**src/hw/rtl/bthin_pkg.sv**
```systemverilog
`timescale 1ns / 1ps

package bthin_pkg;

  // Fixed field widths of the two channels and of the size registers.
  localparam int ROW_BITS_W = 64;
  localparam int ROW_IDX_W  = 6;
  localparam int FUNC_W     = 2;
  localparam int PASS_W     = 8;
  localparam int CFG_W      = 7;

  // Default store geometry.
  localparam int MAX_WIDTH_DEF  = 64;
  localparam int MAX_HEIGHT_DEF = 64;

  // Register reset values.
  localparam int WIDTH_RESET  = 64;
  localparam int HEIGHT_RESET = 64;

  // Neighborhood limits of the thinning rule.
  localparam int NB_COUNT = 8;
  localparam int NB_MIN   = 2;
  localparam int NB_MAX   = 6;

  // Command codes.
  localparam logic [FUNC_W-1:0] FUNC_WRITE = 2'd0;
  localparam logic [FUNC_W-1:0] FUNC_THIN  = 2'd1;
  localparam logic [FUNC_W-1:0] FUNC_READ  = 2'd2;

  // Register select, taken from the word address.
  localparam logic REG_IMAGE_WIDTH  = 1'b0;
  localparam logic REG_IMAGE_HEIGHT = 1'b1;

  typedef struct packed {
    logic [FUNC_W-1:0]     func;
    logic [ROW_IDX_W-1:0]  row_index;
    logic [ROW_BITS_W-1:0] row_bits;
  } in_item_t;

  typedef struct packed {
    logic [ROW_BITS_W-1:0] read_bits;
    logic [PASS_W-1:0]     pass_count;
  } out_item_t;

  // Ring is clockwise from north: bit 0 north, bit 7 north-west.
  typedef struct packed {
    logic [NB_COUNT-1:0] ring;
    logic                center;
  } nbhd_t;

  typedef enum logic [2:0] {
    ST_CLEAR,
    ST_IDLE,
    ST_PASS,
    ST_SUB_INIT,
    ST_SUB_LOAD,
    ST_SUB_ROW,
    ST_DONE
  } state_e;

endpackage

```
**src/hw/rtl/bthin_lane.sv**
```systemverilog
`timescale 1ns / 1ps

module bthin_lane (
  input  bthin_pkg::nbhd_t nb_i,
  input  logic             phase_i,
  output logic             kill_o
);

  localparam int CntW = $clog2(bthin_pkg::NB_COUNT + 1);

  logic [bthin_pkg::NB_COUNT-1:0] p;
  logic [bthin_pkg::NB_COUNT-1:0] p_next;
  logic [CntW-1:0]                b;
  logic [CntW-1:0]                a;
  logic                           count_ok;
  logic                           phase_ok;

  assign p      = nb_i.ring;
  // p_next[k] is the clockwise successor of p[k].
  assign p_next = {p[0], p[bthin_pkg::NB_COUNT-1:1]};

  assign b = CntW'($countones(p));
  assign a = CntW'($countones(~p & p_next));

  assign count_ok = (b >= CntW'(bthin_pkg::NB_MIN)) && (b <= CntW'(bthin_pkg::NB_MAX)) &&
                    (a == CntW'(1));

  always_comb begin
    if (phase_i) begin
      phase_ok = !((p[0] & p[2] & p[6]) | (p[0] & p[4] & p[6]));
    end else begin
      phase_ok = !((p[0] & p[2] & p[4]) | (p[2] & p[4] & p[6]));
    end
  end

  assign kill_o = nb_i.center & count_ok & phase_ok;

endmodule

```
**src/hw/rtl/bthin_row.sv**
```systemverilog
`timescale 1ns / 1ps

module bthin_row #(
  parameter int Width = bthin_pkg::MAX_WIDTH_DEF
) (
  input  logic [Width-1:0] prev_i,
  input  logic [Width-1:0] cur_i,
  input  logic [Width-1:0] next_i,
  input  logic             phase_i,
  output logic [Width-1:0] row_o,
  output logic             any_o
);

  // Rows padded with a zero column on each side; column x sits at x+1.
  logic [Width+1:0] prev_p;
  logic [Width+1:0] cur_p;
  logic [Width+1:0] next_p;
  logic [Width-1:0] kill;

  assign prev_p = {1'b0, prev_i, 1'b0};
  assign cur_p  = {1'b0, cur_i, 1'b0};
  assign next_p = {1'b0, next_i, 1'b0};

  for (genvar x = 0; x < Width; x++) begin : g_lane
    bthin_pkg::nbhd_t nb;

    assign nb = '{ring:   {prev_p[x], cur_p[x], next_p[x], next_p[x+1],
                           next_p[x+2], cur_p[x+2], prev_p[x+2], prev_p[x+1]},
                  center: cur_i[x]};

    bthin_lane u_lane (
      .nb_i    (nb),
      .phase_i (phase_i),
      .kill_o  (kill[x])
    );
  end

  // Merge: clear every pixel a lane marked and flag whether anything went.
  assign row_o = cur_i & ~kill;
  assign any_o = |kill;

endmodule

```
**config.mk**
```make
export PLATFORM = sky130hd
export DESIGN_NAME = bthin_row
export DESIGN_NICKNAME = d
export VERILOG_FILES = /design/src/hw/rtl/bthin_pkg.sv /design/src/hw/rtl/bthin_lane.sv /design/src/hw/rtl/bthin_row.sv
export SDC_FILE = /design/constraint.sdc
export NUM_CORES = 1
export LEC_CHECK = 0
export ABC_AREA = 1
export CAP_MARGIN = 10
export CORE_MARGIN = 1.5
export CORE_UTILIZATION = 60
export DETAILED_ROUTE_END_ITERATION = 7
export DONT_BUFFER_PORTS = 1
export PLACE_DENSITY = 0.78
export SLEW_MARGIN = 20
export SYNTH_ARGS = -nofsm -noshare
export SYNTH_HDL_FRONTEND = slang
export SYNTH_SLANG_ARGS = --single-unit
```
**constraint.sdc**
```tcl
create_clock -name vclk -period 4.5
set_clock_uncertainty 0.15 [all_clocks]
set_input_delay 0.675 -clock vclk [all_inputs]
set_output_delay 0.675 -clock vclk [all_outputs]
set_load 0.005 [all_outputs]
```
==> results.tsv, run 1 <==
metric	value	unit
grt.overflow.total	0	
die_x	238	µm
timing.final.crit_share	1.04	
diodes	0	
port_buffers	0	
antenna_left	0	
antenna_found_initial	0	
vias	26979	
place_congestion	0.933	
power_density	141	nW/µm²
max_freq	0.213	GHz
n_clock_buffer	0	
multi_input_area	29300	µm²
worstSetupPathType	input pin to output pin	
cp-end-kind	output pin	
hold_viol_final	0	
dp_hpwl	67500	µm
drc	0	
cts-hold-fix-buffers	0	
viasPerCell	5.12	
worstPathArrival	3.87	ns
cellLeakagePower	21.7	nW
wl_per_cell	15.0	µm
cap_violations	0	
synth_area	33000	µm²
synth-seq-area-share	0	
holdWs	1.41	ns
grt_pass1_wl	134000	µm
worst_pin_slew	0.468	ns
status	complete, but fails checks	
nFlopsAndLatches	0	
seqCellArea	0	µm²
finalSetupViolCount	2	
initial_core_util	0.610	
min_path_type	input pin to output pin	
core	54100	µm²
drt_first_pass_iters	7	
syn_avg_cell_area	7.78	µm²
fillers	4262	
cp.required	3.67	ns
num_rows	85	
wirelength	79300	µm
ir_worst_vdd	98.4	µV
slew_violations	0	
layout-drive-gt1-share	0.120	
slew_headroom	0.688	
period_minus_slack	4.69	ns
ios	258	
start_kind	input pin	
grt_use_total	0.287	
syn-instance-count	4244	
grt_max_degree	83	
rsz0062_at_grt	yes	
violations	negative setup slack	
yosysUniqueCellTypes	19	
fin_ws	-0.193	ns
drt-initial-drc-count	1298	
die_y	238	µm
syn2layout_area_growth	12.6	%
final_util	0.687	
first_global_vias	28356	
cp_max_fo	10	
yosysWarnings	0	
die_area	56500	µm²
syn_nets	5855	
fin_nets	6188	
cells in the final DEF, fill, tap and decap left out, types with 21 or more instances in the layout:
master,n
inv_1,1127
ha_1,840
nand2_1,683
fa_1,483
nor2_1,419
buf_4,335
a21oi_1,148
nand3_1,146
o21ai_0,62
ha_2,58
o21bai_1,47
nor2_2,41
nand3b_1,28
nand4_1,25
nor2_4,21
fa_2,21
synth_stat cells:
library cell	instances	area share
o21bai_1	47	0.011
nand3b_1	28	0.0064
o21ai_0	62	0.0094
nand4_1	25	0.0047
buf_4	3	0.00068
clkbuf_2	1	0.00015
nor3_1	21	0.0032
clkinv_1	2	0.00023
a21oi_1	148	0.022
fa_1	504	0.31
buf_6	6	0.0020
inv_1	1151	0.13
inv_4	1	0.00019
buf_2	4	0.00061
nor2_1	481	0.055
nand2_1	694	0.079
nand3_1	149	0.023
nor2b_1	3	0.00057
ha_1	914	0.35
metal layers:
layer | vias to the layer above | share of wire | track usage
met1 | 12830 | 0.42 | 0.370
li1 | 13340 | - | -
met2 | 689 | 0.49 | 0.508
met4 | 0 | 0.027 | 0.0704
met5 | - | 0 | 0
met3 | 120 | 0.063 | 0.0380
critical path: stages:
cell and delay, ns:
clkinvlp_4 0.08, buf_4 0.15, ha_1 0.19, nand2_1 0.06, inv_1 0.05, fa_1 0.47, inv_1 0.05, fa_1 0.46
inv_1 0.07, ha_1 0.14, inv_1 0.05, fa_1 0.48, nand2_1 0.06, nor3_1 0.13, nand3_1 0.17, nor2_4 0.19
nor2_1 0.05, nand2_1 0.06, nor2_1 0.04, nand2_1 0.10, nor2_4 0.05, nand2_4 0.08
path summary, 6_finish.rpt:
path	startpoint	endpoint	slack, ns	cells after the start
worst max-delay path	cur_i[60]	any_o	-0.19	22
worst min-delay path	cur_i[10]	row_o[10]	1.41	3
area by class of cell:
class                      instances  area share
inverter                        1154       0.117
multi-input combinational       3076       0.788
tap                              696      0.0234
timing repair buffer             345      0.0709
where the power goes:
group	switching [mW]	total, mW	internal [mW]	leakage [nW]
registers	0	0	0	0
clock network	0	0	0	0
logic	2.92	5.24	2.33	21.7
through the flow:
step                area [µm²]  instances  power, mW  setup TNS, ns  worst slack, ns
CTS                      36800       5264       5.19         -0.216           -0.193
detailed placement       36300       5259       5.01          -1.01           -0.496
finish                   37200       5271       5.24         -0.232           -0.193
global placement         36300       5259       4.76         -0.778           -0.425
floorplan                33000       4244       3.62              0            0.152
global route             37200       5271       6.18         -0.900           -0.362
logic make-up after synthesis:
family	Yosys count	synth area share
AOI/OAI and AO/OA	257	0.0425
adders and majority gates	1418	0.652
buffers and inverters	1168	0.135
and+or+nand+nor	1401	0.171
timing repair:
action                                  CTS  global route
buffers inserted                          8             9
gates resized for setup                 130           124
endpoints found under the setup margin    7            34
pin swaps                                86            83
(Power assumes the default switching activity.)
==> run 2, diff against run 1 <==
--- a/config.mk
+++ b/config.mk
@@ -12,6 +12,5 @@
 export DETAILED_ROUTE_END_ITERATION = 7
 export DONT_BUFFER_PORTS = 1
-export PLACE_DENSITY = 0.78
-export SLEW_MARGIN = 20
+export PLACE_DENSITY = 0.76
 export SYNTH_ARGS = -nofsm -noshare
 export SYNTH_HDL_FRONTEND = slang
==> constraint.sdc (replaced) <==
create_clock -name vclk -period 4.5
set_clock_uncertainty 0.15 [all_clocks]
set_input_delay 0.675 -clock vclk [all_inputs]
set_output_delay 0.675 -clock vclk [all_outputs]
set_load 0.01 [all_outputs]
==> results.tsv, run 2 (synthesis results as in run 1) <==
metric	value	unit	change
status	complete, but fails checks		
violations	negative setup slack		
die_x	238	µm	unchanged
worstSetupPathType	input pin to output pin		
fin_nets	6236		+0.78%
crit_family	adder cells		
power_density	143	nW/µm²	+1.7%
core	54100	µm²	unchanged
cp_cell_sequence	inv_1 -> ha_1 -> nand2_2 -> inv_2 -> fa_1 -> inv_2 -> fa_1 -> inv_1 -> ha_1 -> inv_1 -> fa_1 -> nand2_1 -> nor2_1 -> nand3_1 -> nor2_1 -> nor2_2 -> nand2_2 -> nor2_4 -> nand2_4 -> nor2_4 -> nand2_4		
first_global_vias	28761		+1.4%
fin_ws	-0.212	ns	-0.0191 ns
cpMaxStageDelayCell	fa_1		
whs_path_depth	3		unchanged
viasPerCell	5.11		-0.13%
seqCellArea	0	µm²	unchanged
initial_core_util	0.610		unchanged
holdWs	1.45	ns	+0.0447 ns
die_y	238	µm	unchanged
start_kind	input pin		
dp_cells	5290		+0.59%
grt_use_total	0.291		+0.00432
hold_viol_final	0		unchanged
worst_pin_slew	0.690	ns	+0.222 ns
layout-drive-gt1-share	0.163		+0.0433
period_minus_slack	4.71	ns	+0.0191 ns
dp_hpwl	67800	µm	+0.42%
ios	258		unchanged
drc	0		unchanged
grtUsageMet3	0.0468		+0.00883
cp.depth	21		-4.5%
rsz0062_at_grt	yes		
cp_num_buf_inv	5		-1
cp_max_fo	9		-1
drt_first_pass_iters	7		unchanged
antenna_left	0		unchanged
post_dp_cell_area	36500	µm²	+0.61%
diodes	0		unchanged
met1_usage	0.365		-0.00587
drt-initial-drc-count	1177		-9.3%
die_area	56500	µm²	unchanged
vias	27188		+0.77%
grt_pass1_wl	136000	µm	+0.97%
final_util	0.704		+0.0168
timing.final.crit_share	1.05		+0.00424
power	5.46	mW	+4.1%
syn2layout_area_growth	15.4	%	
place_congestion	0.920		-1.4%
grt_max_degree	83		unchanged
cp.required	3.67	ns	about the same
worstPathArrival	3.89	ns	+0.02 ns
mostFrequentLayoutCell	inv_1		
cp-end-kind	output pin		
nFlopsAndLatches	0		unchanged
use_met2	0.520		+0.0122
n_clock_buffer	0		unchanged
cts-hold-fix-buffers	0		unchanged
final_cells	5319		+0.91%
final_cell_mix	1073 x inv_1, 786 x ha_1, 670 x nand2_1		
ir_worst_vdd	98.5	µV	about the same
wirelength	81400	µm	+2.7%
port_buffers	0		unchanged
min_path_type	input pin to output pin		
antenna_found_initial	0		unchanged
slew_violations	0		unchanged
cellLeakagePower	21.8	nW	+0.67%
num_rows	85		unchanged
slew_headroom	0.540		-0.148
finalSetupViolCount	5		+3
busiest_layer	met2		
grt.overflow.total	0		unchanged
cpPeakStageDelay	0.56	ns	+0.08 ns
max_freq	0.212	GHz	-0.41%
wl_per_cell	15.3	µm	+1.7%
fin_area	38100	µm²	+2.4%
cap_violations	0		unchanged
==> run 2: final timing paths <==
path,start,end,slack (ns)
min,cur_i[63],row_o[63],1.45
max,next_i[27],any_o,-0.21
==> run 2: worst min-delay path, stage by stage <==
cell	delay, ns
inv_1	0.07
buf_4	0.11
nor2_1	0.07
==> run 2: power by group <==
group	leakage, nW	switching, mW	internal, mW
logic	21.8	3.03	2.43
clock network	0	0	0
registers	0	0	0
==> run 2: cell type report <==
cell class	count	area, µm²
fill	4201	16000
inverter	1154	4380
multi-input combinational	3076	29800
tap	696	871
timing repair buffer	393	3070
==> run 2: repair_timing <==
item | CTS | global route
gates resized for setup | 172 | 275
pin swaps | 128 | 218
gates cloned | 0 | 0
setup endpoints to repair | 11 | 40
hold endpoints to repair | 0 | 0
setup buffers | 19 | 21
==> run 2: per-stage QoR <==
step | setup WS (ns) | TNS [ns]
after floorplan | 0.126 | 0
after detailed placement | -0.562 | -1.40
final | -0.212 | -0.305
after CTS | -0.216 | -0.503
after global routing | -0.382 | -1.85
after global placement | -0.524 | -1.06
==> run 2: per-layer routing <==
metal | vias to the layer above | routed length, µm
li1 | 13442 | -
met1 | 13015 | 34200
met2 | 601 | 40300
met3 | 130 | 4680
met4 | 0 | 2260
met5 | - | 0
